`config.mk`:
```
export PLATFORM = sky130hd
export DESIGN_NAME = tlm_scale
export DESIGN_NICKNAME = d
export VERILOG_FILES = /design/src/hdl/tlm_pkg.sv /design/src/hdl/tlm_scale.sv
export SDC_FILE = /design/constraint.sdc
export NUM_CORES = 2
export LEC_CHECK = 0
export BUFFER_PORTS_ARGS = -buffer_cell sky130_fd_sc_hd__buf_2
export CAP_MARGIN = 5
export CORE_MARGIN = 5
export CORE_UTILIZATION = 35
export DETAILED_ROUTE_END_ITERATION = 10
export MAX_ROUTING_LAYER = met4
export PLACE_DENSITY_LB_ADDON = 0.12
export SLEW_MARGIN = 15
export SYNTH_ARGS = -nofsm -noshare
export SYNTH_HDL_FRONTEND = slang
export SYNTH_SLANG_ARGS = --single-unit
```
`constraint.sdc`:
```
create_clock -name clk -period 7.7 [get_ports clk]
set_input_delay 0.77 -clock clk [delete_from_list [all_inputs] [get_ports clk]]
set_output_delay 0.77 -clock clk [all_outputs]
set_load 0.01 [all_outputs]
```
`src/hdl/tlm_pkg.sv`:
```
// Shared types, widths and helpers of the local matrix pipeline.
`timescale 1ns / 1ps
`default_nettype none

package tlm_pkg;

  // Field widths and fixed point layout
  localparam int CW             = 32;                 // coordinate / scale word
  localparam int QW             = 16;                 // quaternion component
  localparam int QUAT_FRAC_BITS = 14;
  localparam int PW             = 2 * QW;             // quaternion product
  localparam int RW             = PW + 2;             // rotation entry, 2x sum of products
  localparam int RSH            = 2 * QUAT_FRAC_BITS; // fraction bits of a rotation entry
  localparam int SPLIT          = 17;                 // low slice of a rotation entry
  localparam int PLW            = SPLIT + 1 + CW;     // low partial product
  localparam int PHW            = RW - SPLIT + CW;    // high partial product
  localparam int PRODW          = RW + CW;            // full entry times scale

  typedef logic signed [CW-1:0] tlm_coord_t;
  typedef logic signed [QW-1:0] tlm_quat_t;
  typedef logic signed [PW-1:0] tlm_qprod_t;
  typedef logic signed [RW-1:0] tlm_rot_t;

  localparam tlm_rot_t ROT_ONE = RW'(1) <<< RSH;

  typedef struct packed {
    tlm_coord_t pos_x;
    tlm_coord_t pos_y;
    tlm_coord_t pos_z;
    tlm_quat_t  quat_w;
    tlm_quat_t  quat_x;
    tlm_quat_t  quat_y;
    tlm_quat_t  quat_z;
    tlm_coord_t scale_x;
    tlm_coord_t scale_y;
    tlm_coord_t scale_z;
  } tlm_in_t;

  typedef struct packed {
    tlm_coord_t m_r0_c0;
    tlm_coord_t m_r0_c1;
    tlm_coord_t m_r0_c2;
    tlm_coord_t m_r0_c3;
    tlm_coord_t m_r1_c0;
    tlm_coord_t m_r1_c1;
    tlm_coord_t m_r1_c2;
    tlm_coord_t m_r1_c3;
    tlm_coord_t m_r2_c0;
    tlm_coord_t m_r2_c1;
    tlm_coord_t m_r2_c2;
    tlm_coord_t m_r2_c3;
  } tlm_out_t;

  // Per-stage load enables
  typedef struct packed {
    logic s1;
    logic s2;
    logic s3;
    logic s4;
    logic s5;
  } tlm_adv_t;

  // Stage 1: quaternion products, position and scale carried along
  typedef struct packed {
    tlm_coord_t [2:0] pos;
    tlm_coord_t [2:0] scale;
    tlm_qprod_t       xx;
    tlm_qprod_t       yy;
    tlm_qprod_t       zz;
    tlm_qprod_t       xy;
    tlm_qprod_t       xz;
    tlm_qprod_t       yz;
    tlm_qprod_t       wx;
    tlm_qprod_t       wy;
    tlm_qprod_t       wz;
  } tlm_s1_t;

  // Stage 2: rotation entries, row major
  typedef struct packed {
    tlm_coord_t [2:0] pos;
    tlm_coord_t [2:0] scale;
    tlm_rot_t   [8:0] r;
  } tlm_s2_t;

  function automatic tlm_qprod_t tlm_qmul(input tlm_quat_t a, input tlm_quat_t b);
    tlm_qmul = PW'(a) * PW'(b);
  endfunction

endpackage

`default_nettype wire

```
`src/hdl/tlm_scale.sv`:
```
// Stages 3 to 5: scale one rotation entry, round and saturate to Q16.16.
`timescale 1ns / 1ps
`default_nettype none

module tlm_scale (
  input  logic                clk,
  input  tlm_pkg::tlm_adv_t   adv,
  input  tlm_pkg::tlm_rot_t   r,
  input  tlm_pkg::tlm_coord_t s,
  output tlm_pkg::tlm_coord_t m
);
  import tlm_pkg::*;

  localparam logic signed [PRODW-1:0] HALF    = PRODW'(1) <<< (RSH - 1);
  localparam logic signed [PRODW-1:0] HALF_M1 = HALF - PRODW'(1);
  localparam logic signed [PRODW-1:0] SAT_MAX = (PRODW'(1) <<< (CW - 1)) - PRODW'(1);
  localparam logic signed [PRODW-1:0] SAT_MIN = -(PRODW'(1) <<< (CW - 1));

  logic signed [SPLIT:0]      r_lo;
  logic signed [RW-SPLIT-1:0] r_hi;
  logic signed [PLW-1:0]      p_lo;
  logic signed [PHW-1:0]      p_hi;
  logic signed [PRODW-1:0]    p;
  logic signed [PRODW-1:0]    bias;
  logic signed [PRODW-1:0]    rnd;
  logic signed [PRODW-1:0]    q;

  // split the entry: unsigned low slice, signed high slice
  assign r_lo = {1'b0, r[SPLIT-1:0]};
  assign r_hi = r[RW-1:SPLIT];

  always_ff @(posedge clk) begin
    if (adv.s3) begin
      p_lo <= PLW'(r_lo) * PLW'(s);
      p_hi <= PHW'(r_hi) * PHW'(s);
    end
  end

  always_ff @(posedge clk) begin
    if (adv.s4) begin
      p <= (PRODW'(p_hi) <<< SPLIT) + PRODW'(p_lo);
    end
  end

  // round half away from zero: negative products add one less
  assign bias = p[PRODW-1] ? HALF_M1 : HALF;
  assign rnd  = p + bias;
  assign q    = rnd >>> RSH;

  always_ff @(posedge clk) begin
    if (adv.s5) begin
      if (q > SAT_MAX) begin
        m <= SAT_MAX[CW-1:0];
      end else if (q < SAT_MIN) begin
        m <= SAT_MIN[CW-1:0];
      end else begin
        m <= q[CW-1:0];
      end
    end
  end

endmodule

`default_nettype wire

```
Word-level counts from Yosys, hierarchy flattened
Index checks and enable logic that the tools add are counted.
{"block": "word_totals", "regBits": 197, "latch_bits": 0, "mem_bits_rw": 0, "mem_bits_ro": 0, "input_bits": 72, "elab_cells": 12, "memories": 0}
{"block": "op_classes", "add_sub_neg": 2, "n_mul": 2, "div": 0, "order_cmp": 2, "eq_ne": 0, "n_shift": 0, "n_mux": 2, "bitwise_logic": 0, "reduce_logical": 0}
{"operator": "66-bit by 29-bit adder with 66-bit output", "n": 1}
{"operator": "66-bit by 50-bit adder with 66-bit output", "n": 1}
{"operator": "18-bit by 32-bit multiplier with 50-bit output", "n": 1}
{"operator": "17-bit by 32-bit multiplier with 49-bit output", "n": 1}
{"operator": "38-bit by 32-bit greater-than comparator with 1-bit output, second input constant", "n": 1}
{"operator": "38-bit by 32-bit less-than comparator with 1-bit output, second input constant", "n": 1}
{"operator": "32-bit 2-to-1 mux", "n": 1}
{"operator": "28-bit 2-to-1 mux", "n": 1}

Depth between registers and ports, before layout
{"block": "depth", "word_depth": 4, "mapped_depth": 26, "mapped_depth_nobuf": 25}

Worst setup path before layout
No wires, ideal clock.
{"block": "synth_timing", "path_kind": "in2reg", "start": "input port s[10]", "end": "register p_lo[48] (data pin)", "setup_time_ns": 0.258, "t_arrival_ns": 6.515, "required_time_ns": 7.442, "setup_slack_ns": 0.927, "cell_stages": 22, "n_path_buf": 1, "cell_sequence": "clkbuf_1 -> nand2_1 -> fa_1 -> fa_1 -> fa_1 -> fa_1 -> inv_1 -> fa_1 -> inv_1 -> fa_1 -> inv_1 -> ha_1 -> a211oi_2 -> nand2_2 -> nor4_4 -> nor4b_2 -> o41ai_4 -> nor4_4 -> o41ai_4 -> o2111ai_1 -> a21oi_1 -> xnor2_1"}
{"block": "synth_between", "elab_chain_cells": 1}
{"element": "from (decl)", "line": "tlm_scale.sv:9", "source": "input tlm_pkg::tlm_coord_t s,"}
{"element": "18-bit by 32-bit multiplier with 50-bit output", "line": "tlm_scale.sv:34", "source": "p_lo <= PLW'(r_lo) * PLW'(s);"}
{"element": "to (signal assigned)", "line": "tlm_scale.sv:34"}
{"element": "to (decl)", "line": "tlm_scale.sv:21", "source": "logic signed [PLW-1:0] p_lo;"}
No other way between the ends.
A chain may end at the register's enable or synchronous reset.

Worst setup path after layout
{"block": "layout_timing", "start": "input port s[11]", "end": "register p_lo[49] (data pin)"}
Same word-level chain as after synthesis.

==> qor.yml <==
synthesis:
  syn_inst: 4993
  seq_area_frac_synth_pct: 12.5
  ys_ff_latch: 197
  synth_ff_type: "edfxtp_1"
  synthDistinctLibCells: 78
  synth_edf_count: 197
  synth_area_per_cell_um2: 9.47
  async_flop_share_pct: 0
  yosys_warnings: 0
  synth_nets: 6416
  synth_area_mm2: 0.0473
clock_tree:
  hold_buffers: 0
  path_clk_slew_ps: 80
  cts_setup_buffers: 0
  cts-root-buf: "clkbuf_16"
  cts_resized: 0
  cts_sinks: 197
  htree_num_levels: 4
  clock_path_buffers: 2
  worstSkewPairLatency_ps: 470
  cts_tree: "done"
  numCtsBuffers: 17
sta:
  worst_slew_pin_slew_ps: 862
  hold_viol_final: 0
  skew_ps: 22.2
  setup_viol: 0
  rsz0062_at_grt: "no"
  period_share_pct: 94.8
  slew_headroom_pct: 42.5
  drv_slew: 0
  fmax_mhz: 137
  period_needed_ps: 7300
route:
  route.antenna.remaining_nets: 0
  vias: 32800
  drtPass1Iterations: 5
  drt_iter0_drc: 1605
  routed_wl_um: 126000
  viasPerCell: 4.73
  top_layer_used: "met4"
  remaining_drc_errors: 0
  route.met3.wl_um: 3440
  route.met2.wl_um: 63100
  m1WireLength_um: 56700
  routedWlPerCell_um: 18.2
final_layout:
  fin_util_pct: 38.7
  layout-drive-gt1-share_pct: 7.85
  final-seq-area_mm2: 0.00592
  nNetsFinal: 6568
  multi_input_area_mm2: 0.0362
  synthToLayoutAreaGrowth_pct: 9.75
  fillers: 13600
  final_cells: 6930
floorplanning:
  start_util_pct: 35.3
  die_h_um: 378
  num_io_pins: 104
  core_mm2: 0.134
  die_area_mm2: 0.143
  die_x_um: 378
  fp-row-count: 134
job:
  max_cap_violations: 0
critical_path:
  cp.depth: 25
  worstSetupStartpointType: "input port"
  critical_path_class: "in -> reg"
  cp.arrival_ps: 7520
  cp_slowest_cell: "fa_1"
  r2r_cells: 12
  timing.critical_path.buf_inv: 8
  critPathMaxFanout: 19
  crit_path_max_incr_delay_ps: 580
  crit_top_cell: "fa_1"
  cp_data_required_time_ps: 7920
  cp-end-kind: "register"
  path_delay_family: "adder cells"
global_route:
  antenna_found_initial: 3
  grt_max_degree: 67
  grt_overflow: 0
  grt_pass1_vias: 36400
  grt_util_all_layers_pct: 19.2
  grt_pass1_wl_um: 207000
placed_design:
  gp_congestion: 0.808
  numPortBuffers: 101
  dp_hpwl_um: 108000
  placedCellCount: 6894
worst_hold_path:
  whs_path_depth: 0
  worstHoldPathType: "reg -> reg"
status:
  outcome: "completed"
[per-stage QoR]
step / cell area [um2] / hold slack [ps] / TNS, ps / setup slack (ps)
floorplan: 47300 / 400 / 0 / 927
global placement: 51300 / 403 / -210 / -112
detailed placement: 51300 / 406 / -274 / -140
CTS: 51900 / 426 / 0 / 332
global route: 51900 / 431 / 0 / 4.88
finish: 51900 / 423 / 0 / 401
[worst register-to-register path, stage by stage, from the launching register on]
cell and delay, ps:
edfxtp_1 550, buf_4 300, ha_1 340, nand4_1 90
a21boi_0 260, nand4_1 210, a311oi_2 670, o21ai_4 240
nor2_2 190, nand4_1 170, xnor2_1 280, o21a_1 710
o21ai_0 390
[worst paths after layout]
kind,startpoint,to,slack (ps)
max,s[11],p_lo[49]$_DFFE_PP_,400
min,p_lo[11]$_DFFE_PP_,p[11]$_DFFE_PP_,420
max reg2reg,p[65]$_DFFE_PP_,m[5]$_SDFFCE_PN1P_,2970
min reg2reg,p_lo[11]$_DFFE_PP_,p[11]$_DFFE_PP_,420
[Yosys cell counts (3+ instances only)]
library cell	n	share of area (%)
xor2_1	59	1.1
nor3_1	17	0.18
a21boi_0	3	0.048
nand3_1	45	0.48
and2_1	437	5.8
edfxtp_1	197	13
or3_1	5	0.066
a211oi_1	18	0.29
buf_4	3	0.048
o41ai_2	3	0.10
a21oi_1	143	1.5
a31o_2	3	0.056
o31ai_1	5	0.079
o21ai_0	114	1.2
o21bai_1	16	0.25
ha_1	308	8.1
o21a_1	26	0.41
a41o_1	3	0.063
nand2_1	706	5.6
nand4_1	18	0.24
clkbuf_2	3	0.032
fa_1	1043	44
nand2b_1	24	0.32
a2111oi_0	3	0.056
o41ai_1	3	0.056
nor4_1	4	0.053
a221oi_1	4	0.074
and4_1	7	0.13
o31a_1	4	0.074
and3_1	21	0.28
inv_1	1156	9.2
o211ai_1	14	0.22
clkbuf_1	203	1.6
nor2b_1	19	0.25
a31oi_1	14	0.19
a21o_1	56	0.89
a211o_1	5	0.093
nor2_1	108	0.86
nor3b_1	3	0.048
xnor2_1	114	2.1
o21ai_1	5	0.053
o22ai_1	3	0.040
[cell type report]
| class | count | area share [%] |
|---|---|---|
| clock buffers | 17 | 0.820 |
| inverters | 1157 | 8.37 |
| repair buffers | 345 | 4.99 |
| clock inverters | 15 | 0.354 |
| diodes | 4 | 0.0193 |
| well taps | 1768 | 4.26 |
| multi-input cells | 3427 | 69.8 |
| flip-flops and latches | 197 | 11.4 |
[routing by layer]
layer  GRT usage, %  vias up
met3           1.75       93
met2           33.2      420
met5              -        -
li1               -    15300
met1           24.8    17000
met4           4.20        0
[sequential cells by signal, summed over array words and instances (netlist names)]
register  cells
p            66
m            32
p_lo         50
p_hi         49
[placed cells by master (no fill, tap or decap), types with 17 or more instances in the layout]
cell type,instances
nand2b_1,24
xnor2_1,114
nor2b_1,19
nand2_1,706
o21a_1,26
nor2_1,108
nand4_1,18
buf_12,20
nand3_1,45
clkbuf_16,17
buf_2,99
o21ai_0,114
ha_1,308
inv_1,1156
and3_1,21
xor2_1,59
a21o_1,56
and2_1,437
a211oi_1,18
nor3_1,17
a21oi_1,143
fa_1,1043
edfxtp_1,197
buf_4,225
[logic make-up (layout without fill, tap and decap cells)]
kind of cell | Yosys count | in the layout | synth area share (%)
adders and majority gates | 1351 | 1351 | 52.3
xor gates and xnor gates | 173 | 173 | 3.20
DFF | 197 | 197 | 12.5
and+or+nand+nor | 1426 | 1426 | 14.5
muxes | 1 | 1 | 0.0212
other | 0 | 4 | 0
AOI/OAI and AO/OA | 476 | 476 | 6.53
buffers and inverters | 1369 | 1534 | 10.9
Power is left out: the tool's default activity adds up to more than one toggle a clock period on the data nets, which glitch-free logic cannot reach.
