[src/hdl/tlm_pkg.sv]
// Shared types, widths and helpers of the local matrix pipeline.
`timescale 1ns / 1ps
`default_nettype none

package tlm_pkg;

  // Field widths and fixed point layout
  localparam int CW             = 32;                 // coordinate / scale word
  localparam int QW             = 16;                 // quaternion component
  localparam int QUAT_FRAC_BITS = 14;
  localparam int PW             = 2 * QW;             // quaternion product
  localparam int RW             = PW + 2;             // rotation entry, 2x sum of products
  localparam int RSH            = 2 * QUAT_FRAC_BITS; // fraction bits of a rotation entry
  localparam int SPLIT          = 17;                 // low slice of a rotation entry
  localparam int PLW            = SPLIT + 1 + CW;     // low partial product
  localparam int PHW            = RW - SPLIT + CW;    // high partial product
  localparam int PRODW          = RW + CW;            // full entry times scale

  typedef logic signed [CW-1:0] tlm_coord_t;
  typedef logic signed [QW-1:0] tlm_quat_t;
  typedef logic signed [PW-1:0] tlm_qprod_t;
  typedef logic signed [RW-1:0] tlm_rot_t;

  localparam tlm_rot_t ROT_ONE = RW'(1) <<< RSH;

  typedef struct packed {
    tlm_coord_t pos_x;
    tlm_coord_t pos_y;
    tlm_coord_t pos_z;
    tlm_quat_t  quat_w;
    tlm_quat_t  quat_x;
    tlm_quat_t  quat_y;
    tlm_quat_t  quat_z;
    tlm_coord_t scale_x;
    tlm_coord_t scale_y;
    tlm_coord_t scale_z;
  } tlm_in_t;

  typedef struct packed {
    tlm_coord_t m_r0_c0;
    tlm_coord_t m_r0_c1;
    tlm_coord_t m_r0_c2;
    tlm_coord_t m_r0_c3;
    tlm_coord_t m_r1_c0;
    tlm_coord_t m_r1_c1;
    tlm_coord_t m_r1_c2;
    tlm_coord_t m_r1_c3;
    tlm_coord_t m_r2_c0;
    tlm_coord_t m_r2_c1;
    tlm_coord_t m_r2_c2;
    tlm_coord_t m_r2_c3;
  } tlm_out_t;

  // Per-stage load enables
  typedef struct packed {
    logic s1;
    logic s2;
    logic s3;
    logic s4;
    logic s5;
  } tlm_adv_t;

  // Stage 1: quaternion products, position and scale carried along
  typedef struct packed {
    tlm_coord_t [2:0] pos;
    tlm_coord_t [2:0] scale;
    tlm_qprod_t       xx;
    tlm_qprod_t       yy;
    tlm_qprod_t       zz;
    tlm_qprod_t       xy;
    tlm_qprod_t       xz;
    tlm_qprod_t       yz;
    tlm_qprod_t       wx;
    tlm_qprod_t       wy;
    tlm_qprod_t       wz;
  } tlm_s1_t;

  // Stage 2: rotation entries, row major
  typedef struct packed {
    tlm_coord_t [2:0] pos;
    tlm_coord_t [2:0] scale;
    tlm_rot_t   [8:0] r;
  } tlm_s2_t;

  function automatic tlm_qprod_t tlm_qmul(input tlm_quat_t a, input tlm_quat_t b);
    tlm_qmul = PW'(a) * PW'(b);
  endfunction

endpackage

`default_nettype wire

[src/hdl/tlm_rot.sv]
// Stage 2: combine products into the nine rotation matrix entries.
`timescale 1ns / 1ps
`default_nettype none

module tlm_rot (
  input  logic              clk,
  input  tlm_pkg::tlm_adv_t adv,
  input  tlm_pkg::tlm_s1_t  s1,
  output tlm_pkg::tlm_s2_t  s2
);
  import tlm_pkg::*;

  always_ff @(posedge clk) begin
    if (adv.s2) begin
      s2.pos   <= s1.pos;
      s2.scale <= s1.scale;
      // diagonal: one minus twice the sum of squares
      s2.r[0] <= ROT_ONE - ((RW'(s1.yy) + RW'(s1.zz)) <<< 1);
      s2.r[4] <= ROT_ONE - ((RW'(s1.xx) + RW'(s1.zz)) <<< 1);
      s2.r[8] <= ROT_ONE - ((RW'(s1.xx) + RW'(s1.yy)) <<< 1);
      // off diagonal
      s2.r[1] <= (RW'(s1.xy) - RW'(s1.wz)) <<< 1;
      s2.r[2] <= (RW'(s1.xz) + RW'(s1.wy)) <<< 1;
      s2.r[3] <= (RW'(s1.xy) + RW'(s1.wz)) <<< 1;
      s2.r[5] <= (RW'(s1.yz) - RW'(s1.wx)) <<< 1;
      s2.r[6] <= (RW'(s1.xz) - RW'(s1.wy)) <<< 1;
      s2.r[7] <= (RW'(s1.yz) + RW'(s1.wx)) <<< 1;
    end
  end

endmodule

`default_nettype wire

[config.mk]
export PLATFORM = sky130hd
export DESIGN_NAME = tlm_rot
export DESIGN_NICKNAME = d
export VERILOG_FILES = /design/src/hdl/tlm_pkg.sv /design/src/hdl/tlm_rot.sv
export SDC_FILE = /design/constraint.sdc
export NUM_CORES = 1
export LEC_CHECK = 0
export ABC_CLOCK_PERIOD_IN_PS = 3500
export BUFFER_PORTS_ARGS = -buffer_cell sky130_fd_sc_hd__buf_4
export CAP_MARGIN = 20
export CORE_AREA = 2 2 383 385
export CTS_CLUSTER_SIZE = 24
export DETAILED_ROUTE_END_ITERATION = 8
export DIE_AREA = 0 0 385 387
export GPL_TIMING_DRIVEN = 1
export PLACE_DENSITY = 0.46
export SLEW_MARGIN = 20
export SYNTH_ARGS = -nofsm -noshare
export SYNTH_HDL_FRONTEND = slang
export SYNTH_SLANG_ARGS = --single-unit
[constraint.sdc]
create_clock -name clk -period 3.5 [get_ports clk]
set_input_delay 0.175 -clock clk [delete_from_list [all_inputs] [get_ports clk]]
set_output_delay 0.175 -clock clk [all_outputs]
set_load 0.01 [all_outputs]
* Word level (Yosys, flattened, before mapping)
Index checks and enable logic that the tools add are counted.
** Storage, ports and cells
- Output and inout port bits :: 498
- Register bits :: 492
- Logic and storage cells :: 27
- Bits of input ports :: 486
** Cells by class
- $add $sub $neg :: 12
** Operators by type and width (number)
- $add 32x32->33 :: 6
- $sub 30x34->34 const A :: 3
- $sub 32x32->33 :: 3

* Depth between registers and ports, before layout
Gate-level depths: netlist of the first run.
- Depth after elaboration :: 2
- Depth in mapped cells :: 16
- Mapped depth without buffers :: 15

* Worst setup path after synthesis of the first run
OpenSTA, ideal clock, no wires.
- Path kind :: input -> register
- Start :: input s1[192] (netlist name)
- End :: register s2[32] (netlist name) (data pin)
- Path buffers :: 1
- Stages on the path :: 16
- Library setup time :: 0.261 ns
- Path slack :: -0.070 ns
- Arrival :: 3.308 ns
- Data required time :: 3.239 ns
- Cells stage by stage :: ha_1 -> inv_1 -> fa_1 -> nor2b_1 -> o31a_1 -> a21oi_1 -> or3_1 -> a221o_1 -> nor3_2 -> nand2_1 -> nor4_2 -> and3_1 -> clkbuf_1 -> a21boi_1 -> nand2b_1 -> xnor2_1
** Between the ends
- Cells in the longest elaborated chain, start to end :: 2
** RTL lines
- start: declaration :: RTL line tlm_rot.sv:8 : input tlm_pkg::tlm_s1_t s1,
- $add 32x32->33 :: RTL line tlm_rot.sv:18 : s2.r[0] <= ROT_ONE - ((RW'(s1.yy) + RW'(s1.zz)) <<< 1);
- $sub 30x34->34 :: RTL line tlm_rot.sv:18
- end: declaration :: RTL line tlm_rot.sv:9 : output tlm_pkg::tlm_s2_t s2
No other way between the ends.
A chain may end at the register's enable or synchronous reset.

* Final worst setup path of the first run
- Start :: input s1[33] (netlist name)
- End :: register s2[237] (netlist name) (data pin)
** Between the ends
- Cells in the longest elaborated chain, start to end :: 1
** RTL lines
- $sub 32x32->33 :: RTL line tlm_rot.sv:26 : s2.r[6] <= (RW'(s1.xz) - RW'(s1.wy)) <<< 1;
No other way between the ends.

==> impl_metrics.ini, run 1 <==
[synthesis]
synth-main-ff-cell = edfxtp_1
synthArstFlopShare_pct = 0
synth_cells = 2869
synth_cell_type_count = 87
synth_warnings = 0
syn_area_um2 = 30700
synth-seq-cells = 486
synthTopCellsByArea = edfxtp_1, ha_1, xnor2_1
synth.most_common_cell = edfxtp_1
synth_largest_area_cell = edfxtp_1
yosys.area.top_type_share_pct = 47.5
synth_edf_count = 486
ys_seq_area_share_pct = 47.5
synth_commonest_cells = edfxtp_1, ha_1, nor2_1, xnor2_1, inv_1
synth.avg_cell_area_um2 = 10.7

[floorplanning]
coreArea_um2 = 145000
io_pins = 984
dieArea_um2 = 149000
start_util_pct = 21.2
die_w_um = 385
fp-row-count = 140
die_h_um = 387

[sta]
tightest_slew_ns = 0.916
tns_ns = 0
max_freq_mhz = 296
fin_crit_sh_pct = 96.6
finalSetupViolations = 0
report.final.hold_viol_count = 0
relSlewSlack_pct = 38.5
layout_min_cycle_time_ns = 3.38
worst_slack_ns = 0.121
drv_slew = 0

[finish]
largest_register_ff_count = 486
fin_cells = 6545
top_register = s2
fill_cells = 14900
finalNetCount = 5344
drive_gt1_share_pct = 35.4
areaGrowthSynthToFinish_pct = 58.4
reg_top3 = s2: 486 flops

[setup_path]
crit_buf_inv = 4
worstPathMaxFanout = 2
start_kind = input port
slowest_stage = dlygate4sd3_1
worstPathArrival_ns = 3.91
cp-end-kind = flop
critPathTopFamily = compound AO/OA/AOI/OAI gates
slowest_delay_ns = 0.55
worstPathRequired_ns = 4.03
path_class = input port to flop
crit_chain = buf_4 -> dlygate4sd3_1 -> buf_4 -> fa_1 -> nor2b_1 -> o21ai_0 -> a21oi_1 -> o211ai_1 -> a21boi_1 -> buf_4 -> o21ai_0 -> nor3_2 -> o221a_2 -> a21oi_1 -> a22oi_2 -> a2111oi_0 -> a21o_1
cp_common_cell = buf_4

[detailed_routing]
drt_wl_total_um = 144000
firstDrtPassIters = 5
vias = 28500
drtAntennaViolNets = 0
drc_errors = 0
wl_per_cell_um = 22.0
via_per_inst = 4.36
drtIter0Drc = 1516

[clock_network]
cts_setup_buffers = 0
h-tree-depth = 3
cts_buffers = 70
cts_sinks = 486
clk_path_buf_depth = 3
cts_root_buffer = clkbuf_16
clkTransAtPathRegs_ns = 0.05
cts_tree = built

[global_routing]
gr-usage-all-layers_pct = 18.5
grt_pass1_wl_um = 200000
antenna_found_initial = 37
grt_max_degree = 67
grt.overflow.total = 0
grt_pass1_vias = 29000

[placement]
placed_cells = 6179
post-place-ws_ns = -0.585
port-buffer-count = 970
gp_congestion = 0.905
place_hpwl_um = 120000

[min_path]
holdPathEnd = s2[225]
hp-class = input port to flop
min_from = s1[147]
min_path_cells = 4

[run]
maxCapViolations = 0

[status]
status = finished clean

[power_and_ir_drop]
ir_drop_v = 0.000345
power_density_nw_per_um2 = 462
fin_total_pwr_w = 0.0225
leakage_nw = 21.4
logic make-up (layout without fill, tap and decap cells):
group / after synthesis / after routing / synth area share (%)
buffers and inverters: 323 / 2058 / 4.11
other: 1 / 25 / 0.0122
flip-flops: 486 / 486 / 47.5
adder cells (fa/ha/maj): 300 / 300 / 12.4
AO/OA/AOI/OAI: 693 / 693 / 14.5
multiplexers: 4 / 4 / 0.139
XOR/XNOR: 324 / 324 / 9.27
AND/OR/NAND/NOR: 738 / 738 / 12.0
cell type report:
class	count	area [um2]	area share (%)
Clock buffer	81	1810	3.73
Antenna cell	16	40.0	0.0823
Clock inverter	45	557	1.14
Tap cell	1917	2400	4.93
Timing Repair Buffer	1698	13400	27.5
Inverter	234	878	1.81
Multi-Input combinational cell	2068	15000	30.8
Sequential cell	486	14600	30.0
metrics by stage:
| stage | utilization, % | instance area, um2 | hold slack (ns) |
|---|---|---|---|
| 2_1_floorplan | - | 30800 | 0.274 |
| 3_3_place_gp | 30.3 | 43900 | 0.353 |
| 6_report | 33.6 | 48600 | 0.0713 |
| 5_1_grt | 33.6 | 48600 | 0.0309 |
| 3_5_place_dp | 30.3 | 43900 | 0.354 |
| 4_1_cts | 33.5 | 48500 | 0.000812 |
power breakdown:
part | internal (W) | switching [W]
clock network | 0.00442 | 0.00307
registers | 0.00743 | 0.000305
logic | 0.00350 | 0.00373
how the worst max path moves through the flow:
stage | to | cells after the start | slack [ns] | startpoint
floorplan | s2[32] | 16 | -0.0009 | s1[192]
global route | s2[237] | 17 | -0.05 | s1[33]
finish | s2[237] | 17 | 0.12 | s1[33]
global placement | s2[169] | 15 | -0.57 | s1[193]
detailed placement | s2[169] | 17 | -0.59 | s1[193]
CTS | s2[232] | 17 | 0.05 | s1[144]
cell usage in the layout (no fill, tap or decap), types with 88 or more instances in the layout:
master and count:
xnor2_1 235, nor2_1 265, ha_1 291, nand2_1 115, inv_1 234, xor2_1 88, dlygate4sd3_1 224, o21ai_0 117
buf_4 1468, edfxtp_1 486, a21oi_1 228
layer usage:
metal	part of all wire, %	GRT usage, %	vias to the layer above
met5	0.18	0	-
met4	3.6	6.18	44
met3	8.4	6.36	211
met2	50	33.6	918
met1	37	19.9	13600
li1	-	-	13800
repair_timing:
item                                    in CTS  in global routing
hold endpoints to repair                   225                  0
hold buffers                               224                  0
resized for setup                            0                 22
endpoints found under the setup margin       0                 19
(Power assumes the default switching activity.)
==> inputs of run 2 (changes only) <==
--- a/config.mk
+++ b/config.mk
@@ -13,7 +13,6 @@
 export DETAILED_ROUTE_END_ITERATION = 8
 export DIE_AREA = 0 0 385 387
 export GPL_TIMING_DRIVEN = 1
-export PLACE_DENSITY = 0.46
 export SLEW_MARGIN = 20
 export SYNTH_ARGS = -nofsm -noshare
 export SYNTH_HDL_FRONTEND = slang
==> impl_metrics.ini, run 2 (synthesis results as in run 1) <==
[setup_path]
start_kind = input port
worstPathArrival_ns = 3.85
worstPathRequired_ns = 4.01
cp-end-kind = flop
worstPathMaxFanout = 3
path_class = input port to flop

[sta]
fin_crit_sh_pct = 95.5
worst_slack_ns = 0.157
layout_min_cycle_time_ns = 3.34
rsz0062_at_grt = no
tns_ns = 0
tightest_slew_ns = 0.916
report.final.hold_viol_count = 0
max_freq_mhz = 299
finalSetupViolations = 0
drv_slew = 0
relSlewSlack_pct = 38.9

[global_routing]
grt_pass1_vias = 29400
grt_max_degree = 90
gr-usage-all-layers_pct = 18.1
grt.overflow.total = 0
grt_pass1_wl_um = 198000
antenna_found_initial = 24

[detailed_routing]
drt_wl_total_um = 141000
wl_per_cell_um = 21.6
firstDrtPassIters = 5
drc_errors = 0
drtIter0Drc = 1481
via_per_inst = 4.42
drtAntennaViolNets = 0
vias = 29000

[clock_network]
cts_buffers = 68
cts_sinks = 486
clkTransAtPathRegs_ns = 0.06
h-tree-depth = 3
clk_path_buf_depth = 3
cts_root_buffer = clkbuf_16
cts_tree = built

[placement]
port-buffer-count = 970
place_hpwl_um = 116000
gp_congestion = 0.942
post-place-ws_ns = -1.17

[power_and_ir_drop]
leakage_nw = 21.3
power_density_nw_per_um2 = 457
fin_total_pwr_w = 0.0222
ir_drop_v = 0.000366

[run]
maxCapViolations = 0

[finish]
multi_input_area_um2 = 15000
final_common_cell = buf_4
top_register = s2
areaGrowthSynthToFinish_pct = 58.3
fill_cells = 14700
drive_gt1_share_pct = 35.6
largest_register_ff_count = 486
finalNetCount = 5346
regArea_um2 = 14600
final_cell_mix = buf_4, edfxtp_1, ha_1
reg_top3 = s2: 486 flops

[floorplanning]
io_pins = 984
fp-row-count = 140
dieArea_um2 = 149000
die_h_um = 387
die_w_um = 385
coreArea_um2 = 145000
start_util_pct = 21.2

[min_path]
hp-class = input port to flop
min_path_cells = 3

[status]
status = finished clean
==> run 2: cell count changes in the layout (fill, tap and decap cells not counted), moves of 3 or more <==
cell | before | now
buf_12 | 5 | 9
buf_4 | 1468 | 1475
clkbuf_1 | 10 | 7
clkbuf_16 | 71 | 68
clkinv_2 | 14 | 9
clkinv_4 | 1 | 4
clkinvlp_4 | 1 | 5
diode_2 | 16 | 20
dlygate4sd3_1 | 224 | 217
==> run 2: power breakdown <==
group / switching (W) / internal [W]
Combinational: 0.00372 / 0.00350
Clock: 0.00306 / 0.00419
Sequential: 0.000332 / 0.00743
Total: 0.00711 / 0.0151
==> run 2: per-stage QoR <==
step	instance area, um2	hold WS (ns)	std cells	util, %
after floorplan	30800	0.274	2877	-
after global placement	44000	0.353	6189	30.4
after detailed placement	44000	0.354	6189	30.4
after CTS	48500	0.00125	6526	33.5
after global routing	48600	0.0391	6538	33.5
final	48600	0.0745	6547	33.5
==> run 2: repair_timing <==
| action | 4_1_cts | 5_1_grt |
|---|---|---|
| pin swaps | 0 | 3 |
| resized for setup | 5 | 17 |
| endpoints found under the setup margin | 8 | 21 |
| setup buffers | 0 | 1 |
| hold endpoints to repair | 216 | 0 |
| hold buffers | 217 | 0 |
==> run 2: worst paths after layout <==
| path | startpoint | endpoint | slack, ns |
|---|---|---|---|
| setup / recovery | s1[32] | s2[225] | 0.16 |
| hold / removal | s1[172] | s2[115] | 0.07 |
==> run 2: worst max-delay path, cell delays in order <==
cell and delay [ns]:
buf_4 0.11, dlygate4sd3_1 0.55, ha_1 0.24, fa_1 0.40, nor2b_1 0.14, o21ai_0 0.09
buf_4 0.16, a21oi_1 0.19, o211ai_1 0.10, a21boi_0 0.20, buf_4 0.16, o21ai_0 0.17
buf_4 0.20, o31ai_2 0.25, buf_4 0.16, nand2_1 0.07, a21oi_1 0.19, o21ai_0 0.12
a21oi_1 0.18
==> run 2: routing by layer <==
metal | track usage (%) | vias up | share of wire [%]
li1 | - | 13800 | -
met3 | 4.58 | 220 | 7.1
met1 | 20.1 | 13800 | 38
met5 | 0 | - | 0.015
met4 | 8.98 | 4 | 5.5
met2 | 31.8 | 1069 | 49
==> run 2: area by class of cell <==
| class | count | area share [%] |
|---|---|---|
| Tap cell | 1917 | 4.94 |
| Sequential cell | 486 | 30.0 |
| Antenna cell | 20 | 0.103 |
| Clock buffer | 75 | 3.56 |
| Clock inverter | 45 | 1.08 |
| Inverter | 234 | 1.81 |
| Timing Repair Buffer | 1702 | 27.7 |
| Multi-Input combinational cell | 2068 | 30.8 |
